==> src/rtl/cmi_pkg.sv <==
package cmi_pkg;

	// Field widths
	localparam int SAMPLE_W = 24;
	localparam int SCALE_W  = 32;
	localparam int COUNT_W  = 4;
	localparam int CHAN_W   = 8;
	localparam int WORD_W   = 32;
	localparam int FRAC_W   = 16;
	localparam int DATA_W   = 64;
	localparam int INDEX_W  = 3;

	// Register indexes on the configuration channel
	localparam logic [INDEX_W-1:0] REG_RANGE_MIN   = 3'd0;
	localparam logic [INDEX_W-1:0] REG_RANGE_SCALE = 3'd1;
	localparam logic [INDEX_W-1:0] REG_STOP_COUNT  = 3'd2;
	localparam logic [INDEX_W-1:0] REG_STOP_PAIR0  = 3'd3;

	// Reset values
	localparam logic [SCALE_W-1:0] RANGE_SCALE_RST = 32'h0001_0000;

	// Mapping registers shared by the front pipeline
	typedef struct packed {
		logic signed [SAMPLE_W-1:0] range_min;
		logic        [SCALE_W-1:0]  range_scale;
	} cmi_cfg_t;

	// Selection result handed from the front pipeline to the blend stages
	typedef struct packed {
		logic              valid;
		logic              zero;
		logic [FRAC_W-1:0] t;
	} cmi_sel_t;

endpackage

==> src/rtl/colormap_interpolator.sv <==
// Colormap interpolator: maps a signed 24-bit sample to an RGBA8888 color by
// linear blending between up to MAX_STOPS evenly spaced color stops.
// Input: a request is taken on each rising edge with start high and busy low.
//   busy is always low, so one sample can enter on every clock.
// Output: done pulses for one cycle with red, green, blue and alpha valid.
//   The receiver cannot hold results off; each request gives one result.
// Throughput: one sample per cycle, set by the five-stage pipeline
//   (offset, range multiply, stop select, channel multiply, add).
// Configuration: cfg_valid/cfg_ready write channel, cfg_ready always high.
//   Index 0 range_min, 1 range_scale, 2 stop_count, 3..6 stop pairs (low word
//   is the even stop); index 7 is ignored. Write only while no request is in
//   flight.
// Reset: arst_n clears the pipeline valid bits and restores the register
//   defaults (range_min 0, range_scale 1.0 in Q16.16, no stops, all black).
module colormap_interpolator import cmi_pkg::*; #(
	parameter int MAX_STOPS = 8
) (
	input  logic                       clk,
	input  logic                       arst_n,
	input  logic                       start,
	output logic                       busy,
	input  logic signed [SAMPLE_W-1:0] sample,
	output logic                       done,
	output logic [CHAN_W-1:0]          red,
	output logic [CHAN_W-1:0]          green,
	output logic [CHAN_W-1:0]          blue,
	output logic [CHAN_W-1:0]          alpha,
	input  logic                       cfg_valid,
	output logic                       cfg_ready,
	input  logic [INDEX_W-1:0]         cfg_index,
	input  logic [DATA_W-1:0]          cfg_data
);

	localparam int CNT_W = $clog2(MAX_STOPS + 1);
	localparam int IDX_W = $clog2(MAX_STOPS);

	cmi_cfg_t          cfg;
	logic [CNT_W-1:0]  count;
	logic [WORD_W-1:0] stops [MAX_STOPS];
	cmi_sel_t          sel;
	logic [IDX_W-1:0]  lo_idx;
	logic [IDX_W-1:0]  hi_idx;

	// Pipeline never stalls
	assign busy      = 1'b0;
	assign cfg_ready = 1'b1;

	cmi_regs #(
		.MAX_STOPS (MAX_STOPS),
		.CNT_W     (CNT_W)
	) u_regs (
		.clk       (clk),
		.arst_n    (arst_n),
		.cfg_valid (cfg_valid),
		.cfg_index (cfg_index),
		.cfg_data  (cfg_data),
		.cfg       (cfg),
		.count     (count),
		.stops     (stops)
	);

	cmi_front #(
		.MAX_STOPS (MAX_STOPS),
		.CNT_W     (CNT_W),
		.IDX_W     (IDX_W)
	) u_front (
		.clk      (clk),
		.arst_n   (arst_n),
		.in_valid (start && !busy),
		.sample   (sample),
		.cfg      (cfg),
		.count    (count),
		.sel      (sel),
		.lo_idx   (lo_idx),
		.hi_idx   (hi_idx)
	);

	cmi_blend #(
		.MAX_STOPS (MAX_STOPS),
		.IDX_W     (IDX_W)
	) u_blend (
		.clk    (clk),
		.arst_n (arst_n),
		.sel    (sel),
		.lo_idx (lo_idx),
		.hi_idx (hi_idx),
		.stops  (stops),
		.done   (done),
		.red    (red),
		.green  (green),
		.blue   (blue),
		.alpha  (alpha)
	);

endmodule

==> src/rtl/cmi_regs.sv <==
module cmi_regs import cmi_pkg::*; #(
	parameter int MAX_STOPS = 8,
	parameter int CNT_W     = $clog2(MAX_STOPS + 1)
) (
	input  logic                clk,
	input  logic                arst_n,
	input  logic                cfg_valid,
	input  logic [INDEX_W-1:0]  cfg_index,
	input  logic [DATA_W-1:0]   cfg_data,
	output cmi_cfg_t            cfg,
	output logic [CNT_W-1:0]    count,
	output logic [WORD_W-1:0]   stops [MAX_STOPS]
);

	logic signed [SAMPLE_W-1:0] range_min_q;
	logic [SCALE_W-1:0]         range_scale_q;
	logic [COUNT_W-1:0]         stop_count_q;
	logic [WORD_W-1:0]          stops_q [MAX_STOPS];

	// Take register writes; indexes past the stop pairs are dropped
	always_ff @(posedge clk or negedge arst_n) begin
		if (!arst_n) begin
			range_min_q   <= '0;
			range_scale_q <= RANGE_SCALE_RST;
			stop_count_q  <= '0;
			for (int i = 0; i < MAX_STOPS; i++) begin
				stops_q[i] <= '0;
			end
		end else if (cfg_valid) begin
			if (cfg_index == REG_RANGE_MIN) begin
				range_min_q <= cfg_data[SAMPLE_W-1:0];
			end
			if (cfg_index == REG_RANGE_SCALE) begin
				range_scale_q <= cfg_data[SCALE_W-1:0];
			end
			if (cfg_index == REG_STOP_COUNT) begin
				stop_count_q <= cfg_data[COUNT_W-1:0];
			end
			for (int i = 0; i < MAX_STOPS; i++) begin
				if (cfg_index == REG_STOP_PAIR0 + INDEX_W'(i >> 1)) begin
					stops_q[i] <= (i % 2 == 1) ? cfg_data[DATA_W-1:WORD_W]
						: cfg_data[WORD_W-1:0];
				end
			end
		end
	end

	// Clamp the stop count to the stops actually held
	always_comb begin
		if (stop_count_q > COUNT_W'(MAX_STOPS)) begin
			count = CNT_W'(MAX_STOPS);
		end else begin
			count = CNT_W'(stop_count_q);
		end
	end

	assign cfg.range_min   = range_min_q;
	assign cfg.range_scale = range_scale_q;
	assign stops           = stops_q;

endmodule

==> src/rtl/cmi_front.sv <==
module cmi_front import cmi_pkg::*; #(
	parameter int MAX_STOPS = 8,
	parameter int CNT_W     = $clog2(MAX_STOPS + 1),
	parameter int IDX_W     = $clog2(MAX_STOPS)
) (
	input  logic                       clk,
	input  logic                       arst_n,
	input  logic                       in_valid,
	input  logic signed [SAMPLE_W-1:0] sample,
	input  cmi_cfg_t                   cfg,
	input  logic [CNT_W-1:0]           count,
	output cmi_sel_t                   sel,
	output logic [IDX_W-1:0]           lo_idx,
	output logic [IDX_W-1:0]           hi_idx
);

	localparam int DIFF_W = SAMPLE_W + 1;
	localparam int PROD_W = DIFF_W + SCALE_W + 1;
	localparam int P_W    = FRAC_W + CNT_W;

	logic                     valid_s1;
	logic signed [DIFF_W-1:0] diff_s1;
	logic                     valid_s2;
	logic signed [PROD_W-1:0] prod_s2;
	logic                     valid_s3;
	logic                     zero_s3;
	logic [FRAC_W-1:0]        t_s3;
	logic [IDX_W-1:0]         lo_s3;
	logic [IDX_W-1:0]         hi_s3;

	logic                     positive;
	logic                     past_end;
	logic [FRAC_W-1:0]        frac;
	logic [CNT_W-1:0]         last;
	logic [P_W-1:0]           pos;
	logic                     zero_d;
	logic [FRAC_W-1:0]        t_d;
	logic [IDX_W-1:0]         lo_d;
	logic [IDX_W-1:0]         hi_d;

	// Valid bits
	always_ff @(posedge clk or negedge arst_n) begin
		if (!arst_n) begin
			valid_s1 <= 1'b0;
			valid_s2 <= 1'b0;
			valid_s3 <= 1'b0;
		end else begin
			valid_s1 <= in_valid;
			valid_s2 <= valid_s1;
			valid_s3 <= valid_s2;
		end
	end

	// Offset from the low end of the range
	always_ff @(posedge clk) begin
		diff_s1 <= DIFF_W'(sample) - DIFF_W'(cfg.range_min);
	end

	// Scale to Q16.16
	always_ff @(posedge clk) begin
		prod_s2 <= PROD_W'(diff_s1) * $signed({1'b0, cfg.range_scale});
	end

	// Classify the fraction and pick the stop pair
	always_comb begin
		positive = !prod_s2[PROD_W-1] && (prod_s2 != '0);
		past_end = |prod_s2[PROD_W-2:2*FRAC_W];
		frac     = prod_s2[2*FRAC_W-1:FRAC_W];
		last     = count - CNT_W'(1);
		pos      = P_W'(frac) * P_W'(last);
		zero_d   = 1'b0;
		t_d      = '0;
		lo_d     = '0;
		hi_d     = '0;
		if (count == '0) begin
			zero_d = 1'b1;
		end else if (count == CNT_W'(1) || !positive) begin
			lo_d = '0;
			hi_d = '0;
		end else if (past_end) begin
			lo_d = IDX_W'(last);
			hi_d = IDX_W'(last);
		end else if (frac != '0) begin
			lo_d = pos[FRAC_W +: IDX_W];
			hi_d = pos[FRAC_W +: IDX_W] + IDX_W'(1);
			t_d  = pos[FRAC_W-1:0];
		end
	end

	always_ff @(posedge clk) begin
		zero_s3 <= zero_d;
		t_s3    <= t_d;
		lo_s3   <= lo_d;
		hi_s3   <= hi_d;
	end

	assign sel.valid = valid_s3;
	assign sel.zero  = zero_s3;
	assign sel.t     = t_s3;
	assign lo_idx    = lo_s3;
	assign hi_idx    = hi_s3;

endmodule

==> src/rtl/cmi_blend.sv <==
module cmi_blend import cmi_pkg::*; #(
	parameter int MAX_STOPS = 8,
	parameter int IDX_W     = $clog2(MAX_STOPS)
) (
	input  logic              clk,
	input  logic              arst_n,
	input  cmi_sel_t          sel,
	input  logic [IDX_W-1:0]  lo_idx,
	input  logic [IDX_W-1:0]  hi_idx,
	input  logic [WORD_W-1:0] stops [MAX_STOPS],
	output logic              done,
	output logic [CHAN_W-1:0] red,
	output logic [CHAN_W-1:0] green,
	output logic [CHAN_W-1:0] blue,
	output logic [CHAN_W-1:0] alpha
);

	localparam int NCH    = WORD_W / CHAN_W;
	localparam int MUL_W  = CHAN_W + FRAC_W + 2;

	logic [WORD_W-1:0]        c1;
	logic [WORD_W-1:0]        c2;
	logic signed [MUL_W-1:0]  mul_d [NCH];

	logic                     valid_s4;
	logic                     zero_s4;
	logic [WORD_W-1:0]        c1_s4;
	logic signed [MUL_W-1:0]  mul_s4 [NCH];

	logic                     valid_s5;
	logic [WORD_W-1:0]        word_s5;
	logic [WORD_W-1:0]        word_d;

	// Fetch the stop pair and scale each channel step by t
	always_comb begin
		c1 = stops[lo_idx];
		c2 = stops[hi_idx];
		for (int k = 0; k < NCH; k++) begin
			mul_d[k] = MUL_W'($signed({1'b0, c2[k*CHAN_W +: CHAN_W]})
				- $signed({1'b0, c1[k*CHAN_W +: CHAN_W]}))
				* $signed({1'b0, sel.t});
		end
	end

	always_ff @(posedge clk or negedge arst_n) begin
		if (!arst_n) begin
			valid_s4 <= 1'b0;
			valid_s5 <= 1'b0;
		end else begin
			valid_s4 <= sel.valid;
			valid_s5 <= valid_s4;
		end
	end

	always_ff @(posedge clk) begin
		zero_s4 <= sel.zero;
		c1_s4   <= c1;
		for (int k = 0; k < NCH; k++) begin
			mul_s4[k] <= mul_d[k];
		end
	end

	// Add the floored step to the lower stop; only the low byte survives
	always_comb begin
		for (int k = 0; k < NCH; k++) begin
			word_d[k*CHAN_W +: CHAN_W] = c1_s4[k*CHAN_W +: CHAN_W]
				+ mul_s4[k][FRAC_W +: CHAN_W];
		end
		if (zero_s4) begin
			word_d = '0;
		end
	end

	always_ff @(posedge clk) begin
		word_s5 <= word_d;
	end

	assign done  = valid_s5;
	assign red   = word_s5[4*CHAN_W-1:3*CHAN_W];
	assign green = word_s5[3*CHAN_W-1:2*CHAN_W];
	assign blue  = word_s5[2*CHAN_W-1:CHAN_W];
	assign alpha = word_s5[CHAN_W-1:0];

endmodule

==> config.mk <==
export PLATFORM = sky130hd
export DESIGN_NAME = colormap_interpolator
export DESIGN_NICKNAME = d
export VERILOG_FILES = /design/src/rtl/cmi_pkg.sv /design/src/rtl/colormap_interpolator.sv /design/src/rtl/cmi_regs.sv /design/src/rtl/cmi_front.sv /design/src/rtl/cmi_blend.sv
export SDC_FILE = /design/constraint.sdc
export NUM_CORES = 2
export LEC_CHECK = 0
export ABC_AREA = 1
export BUFFER_PORTS_ARGS = -buffer_cell sky130_fd_sc_hd__buf_2
export CORE_UTILIZATION = 40
export CTS_CLUSTER_DIAMETER = 200
export DETAILED_ROUTE_END_ITERATION = 16
export GPL_TIMING_DRIVEN = 1
export PLACE_DENSITY = 0.64
export SETUP_SLACK_MARGIN = 0.4
export SKIP_LAST_GASP = 1
export SLEW_MARGIN = 10
export SYNTH_ARGS = -nofsm -noshare
export SYNTH_HDL_FRONTEND = slang
export SYNTH_SLANG_ARGS = --single-unit
==> constraint.sdc <==
create_clock -name clk -period 8.85 [get_ports clk]
set_input_delay 2.2125 -clock clk [delete_from_list [all_inputs] [get_ports clk]]
set_output_delay 2.2125 -clock clk [all_outputs]
set_load 0.01 [all_outputs]
; Word-level counts from Yosys, hierarchy flattened
; Memory sizes are Yosys's and may differ from the RTL's.
; Cells that the tools add are included.
[totals]
memories = 1
register_bits = 492
out_inout_bits = 35
word_cells = 86
ramBits = 104
[classes]
n_addsub = 11
n_mux = 12
n_lt_le_gt_ge = 3
mul = 6
eq_ne = 7
bitwise_logic = 3
reduce_logical = 18
[mem_list]
columns = memory, words, width, rd, rd_clocked_by_memory_dff, wr, line_no
row1 = u_blend.mul_s4, 4, 26, 4, 0, 4, cmi_blend.sv:28  ; logic signed [MUL_W-1:0] mul_s4 [NCH];
[op_table]
columns = operator, count
row1 = $bmux 32 s3, 2
row2 = $mux 32, 4
row3 = $mul 26x17->26, 4
row4 = $mul 25x33->58, 1
row5 = $reduce_bool 58->1, 1
row6 = $sub 8x8->9, 4
row7 = $add 8x8->8, 4
row8 = $reduce_or 28->1, 1
row9 = $reduce_or 25->1, 1
row10 = $sub 24x24->25, 1
row11 = $mul 16x4->19, 1
row12 = $reduce_bool 16->1, 1
row13 = $reduce_and 2->1, 7
row14 = $mux 3, 4
row15 = $eq 3x3->1 const B, 3
row16 = $ge 4x4->1 const B, 2
row17 = $not 3->4, 2
row18 = $eq 3x2->1 const B, 2
row19 = $eq 4x1->1 const B, 1
row20 = $gt 4x4->1 const B, 1
row21 = $logic_not 4->1, 1
row22 = $mux 4, 1
row23 = $sub 4x1->4 const B, 1
row24 = $add 3x1->3 const B, 1
row25 = other kinds (8), 9

; Logic depth before layout (Yosys ltp)
[depth]
depth_word = 7
mapped_depth = 39

; Hierarchy
; Synthesis repeated with hierarchy kept, for this count alone.
[unflattened]
hier_cells = 9650
hier_area_um2 = 72676.0
[modules_own_cells]
columns = module, instances, seq_area_each_um2, cells_each, area_each_um2
row1 = cmi_front, 1, 2197.1, 4512, 33870.0
row2 = cmi_blend, 1, 1991.9, 3766, 26661.8
row3 = cmi_regs, 1, 7908.8, 1368, 12121.6
row4 = colormap_interpolator, 1, 0.0, 4, 22.5

; Worst setup path before layout
; Ideal clock, no wire load.
[synth_path]
path_type = flip-flop to flip-flop
start = register u_front.lo_s3[0], in the netlist u_front.lo_idx[0]
end = memory u_blend.mul_s4[2][21] (netlist bit)
setup_ps = 112
path_buffers = 5
period_less_slack_ps = 6517
path_stages_with_launch = 34
arrival_ps = 6405
path_slack_ps = 2333
t_required_ps = 8738
cell_sequence = dfxtp_1 -> buf_4 -> buf_6 -> buf_4 -> buf_2 -> o211ai_1 -> a31oi_1 -> ha_1 -> inv_1 -> fa_1 -> nand3_1 -> nand3_1 -> xor2_1 -> buf_2 -> nor2_1 -> fa_1 -> inv_1 -> fa_1 -> inv_1 -> fa_1 -> fa_1 -> inv_1 -> fa_1 -> inv_1 -> ha_1 -> nand2_1 -> nor3b_1 -> nand2_1 -> nand2_1 -> nand2_1 -> nand2_1 -> nand2_1 -> nand3_1 -> nand2_1
[synth_rtl]
columns = element, line_no
row1 = from (decl), cmi_front.sv:28  ; logic [IDX_W-1:0] lo_s3;
row2 = from (signal assigned), cmi_front.sv:93  ; lo_s3 <= lo_d;
row3 = to (decl), cmi_blend.sv:28

==> impl_metrics.env <==
export IMPL_setup_viol=0
export IMPL_maxSlewViolCount=0
export IMPL_avgSynthCellArea_um2=7.66
export IMPL_final_common_cell="nand2_1"
export IMPL_crit_arrival_ns=8.48
export IMPL_drt_initial_drc_count=5222
export IMPL_yosysUniqueCellTypes=52
export IMPL_crit_path_start_kind="register"
export IMPL_critPathKind="reg2reg"
export IMPL_synthFlopType="dfrtp_1"
export IMPL_critical_path_slowest_cell="dfxtp_4"
export IMPL_antenna_found_initial=9
export IMPL_wirelength_um=225000
export IMPL_drive_gt1_frac=0.0489
export IMPL_cts_setup_buffers=0
export IMPL_grt_use_total=0.250
export IMPL_max_freq_mhz=126
export IMPL_clockRootBuffer="clkbuf_16"
export IMPL_hp_class="reg2reg"
export IMPL_place_hpwl_um=177000
export IMPL_cts_resized=0
export IMPL_via_per_inst=5.19
export IMPL_drt_first_pass_iters=7
export IMPL_mostFrequentLayoutCells="nand2_1, inv_1, fa_1"
export IMPL_clkLatencyLatePin_ns=0.72
export IMPL_start_util=0.403
export IMPL_ant_nets=0
export IMPL_die_area_mm2=0.181
export IMPL_vias=60400
export IMPL_die_w_um=425
export IMPL_io_buffer_count=127
export IMPL_ctsHoldBuffers=0
export IMPL_cts_buffers=61
export IMPL_synthCells=9370
export IMPL_clk_pin_slew_ns=0.06
export IMPL_seq_area_frac_synth=0.169
export IMPL_fin_crit_sh=0.894
export IMPL_die_h_um=425
export IMPL_num_rows=155
export IMPL_cts_max_level=2
export IMPL_cts_tree="done"
export IMPL_drcViolationCount=0
export IMPL_cpPeakStageDelay_ns=0.58
export IMPL_areaGrowthSynthToFinish_pct=6.91
export IMPL_fin_crit_ns=7.91
export IMPL_rsz0062_at_grt="no"
export IMPL_routed_wire_length_per_instance_um=19.3
export IMPL_synthArstFlopShare=0.613
export IMPL_final_hold_viol_count=0
export IMPL_clock_path_buffers=3
export IMPL_ys_warn_count=0
export IMPL_grt_pass1_wl_um=352000
export IMPL_grt_overflow_total=0
export IMPL_grt_pass1_vias=61400
export IMPL_synth_nets=11100
export IMPL_nFillCells=17800
export IMPL_critPathRequiredTime_ns=9.42
export IMPL_gp_congestion=0.956
export IMPL_grt_max_degree=145
export IMPL_tns_ns=0
export IMPL_coreArea_mm2=0.178
export IMPL_nNetsFinal=11000
export IMPL_worstMarginPinSlew_ns=1.31
export IMPL_syn_area_mm2=0.0717
export IMPL_crit_fanout=87
export IMPL_synth_edf_count=0
export IMPL_cts_sinks=524
export IMPL_relSlewSlack=0.130
export IMPL_ys_ff_latch=524
export IMPL_crit_path_end_kind="register"
export IMPL_fin_skew_ns=0.0499
export IMPL_max_cap_violations=0
export IMPL_io_pins=130
export IMPL_outcome="finished clean"
## worst paths after layout
kind                                        start                       to  slack (ns)  depth (start not counted)
worst max-delay path            u_front.lo_idx[0]    u_blend.mul_s4[1][23]        0.94                         35
max in group asynchronous                  arst_n  u_regs.range_scale_q[0]        5.61                          2
worst min register to register    u_front.zero_s3          u_blend.zero_s4        0.34                          0
worst max register to register  u_front.lo_idx[0]    u_blend.mul_s4[1][23]        0.94                         35
worst min-delay path              u_front.zero_s3          u_blend.zero_s4        0.34                          0
min in group asynchronous                  arst_n         u_regs.stops[91]        1.55                          1
## final cells by class
| type | count | area, um2 | share of cell area |
|---|---|---|---|
| diodes | 6 | 15.0 | 0.000196 |
| clock buffers | 85 | 1730 | 0.0225 |
| clock inverters | 27 | 430 | 0.00561 |
| inverters | 2061 | 7740 | 0.101 |
| multi-input cells | 6347 | 50100 | 0.654 |
| flip-flops and latches | 524 | 12100 | 0.158 |
| well taps | 2355 | 2950 | 0.0384 |
| repair buffers | 241 | 1560 | 0.0204 |
## through the flow
stage	hold slack [ns]	cell area, um2	std cells	util	setup WS (ns)
3_5_place_dp	0.324	74500	11500	0.418	1.07
5_1_grt	0.352	76700	11600	0.430	0.460
6_report	0.335	76700	11600	0.430	0.940
4_1_cts	0.339	76700	11600	0.430	1.04
3_3_place_gp	0.316	74500	11500	0.418	1.12
2_1_floorplan	0.310	71700	9370	-	2.33
## metal layers
| layer | vias up | part of all wire | routed length, um | track usage |
|---|---|---|---|---|
| li1 | 27800 | - | - | - |
| met1 | 29800 | 0.43 | 97600 | 0.350 |
| met2 | 2358 | 0.44 | 99700 | 0.390 |
| met3 | 420 | 0.080 | 17900 | 0.0363 |
| met4 | 2 | 0.042 | 9390 | 0.0929 |
| met5 | - | 0.000062 | 14 | 0 |
## cells in the mapped netlist (5+ instances only)
master | instances | area [um2]
a21boi_0 | 5 | 37.5
a21o_1 | 11 | 82.6
a21oi_1 | 371 | 1860
a21oi_2 | 10 | 87.6
a31oi_1 | 40 | 250
buf_1 | 14 | 52.6
buf_2 | 39 | 195
buf_4 | 11 | 82.6
buf_6 | 8 | 90.1
clkbuf_1 | 363 | 1360
dfrtp_1 | 320 | 8010
dfxtp_1 | 203 | 4060
fa_1 | 1116 | 22300
ha_1 | 559 | 6990
inv_1 | 2053 | 7710
inv_2 | 7 | 26.3
nand2_1 | 2108 | 7910
nand3_1 | 169 | 846
nand3_2 | 6 | 60.1
nand3b_1 | 7 | 52.6
nand4_1 | 50 | 313
nor2_1 | 798 | 3000
nor2_2 | 5 | 31.3
nor3_1 | 40 | 200
nor4_1 | 20 | 125
o211ai_1 | 9 | 67.6
o21a_1 | 10 | 75.1
o21ai_0 | 771 | 3860
o21ai_1 | 29 | 145
o21ai_2 | 17 | 149
o21bai_1 | 28 | 210
or2_2 | 29 | 181
xnor2_1 | 28 | 245
xor2_1 | 74 | 648
xor2_2 | 5 | 81.3
## cells by family after synthesis
logic type / synth area share
xor gates and xnor gates: 0.0143
DFF: 0.169
other: 0.000105
AOI/OAI and AO/OA: 0.0965
and+or+nand+nor: 0.179
adders and majority gates: 0.409
buffers and inverters: 0.133
## critical path, delay by kind of cell (launching register included)
kind,cells,cell delay [ns]
flip-flops,1,0.58
AND/OR/NAND/NOR,14,1.37
AO/OA/AOI/OAI,5,0.95
adder cells (fa/ha/maj),8,3.40
buffers and inverters,8,1.41
## flip-flops by register name, indices dropped and copies added, names as in the netlist, 24 cells and up
name / count
u_regs.stops: 256
u_front.prod_s2: 58
u_blend.c1_s4: 32
u_blend.mul_s4: 32
u_blend.word_s5: 32
u_regs.range_scale_q: 32
u_front.diff_s1: 25
u_regs.range_min_q: 24
Power is not shown: default switching activity piles up to over one toggle a cycle in this logic, so the estimate is an artifact.
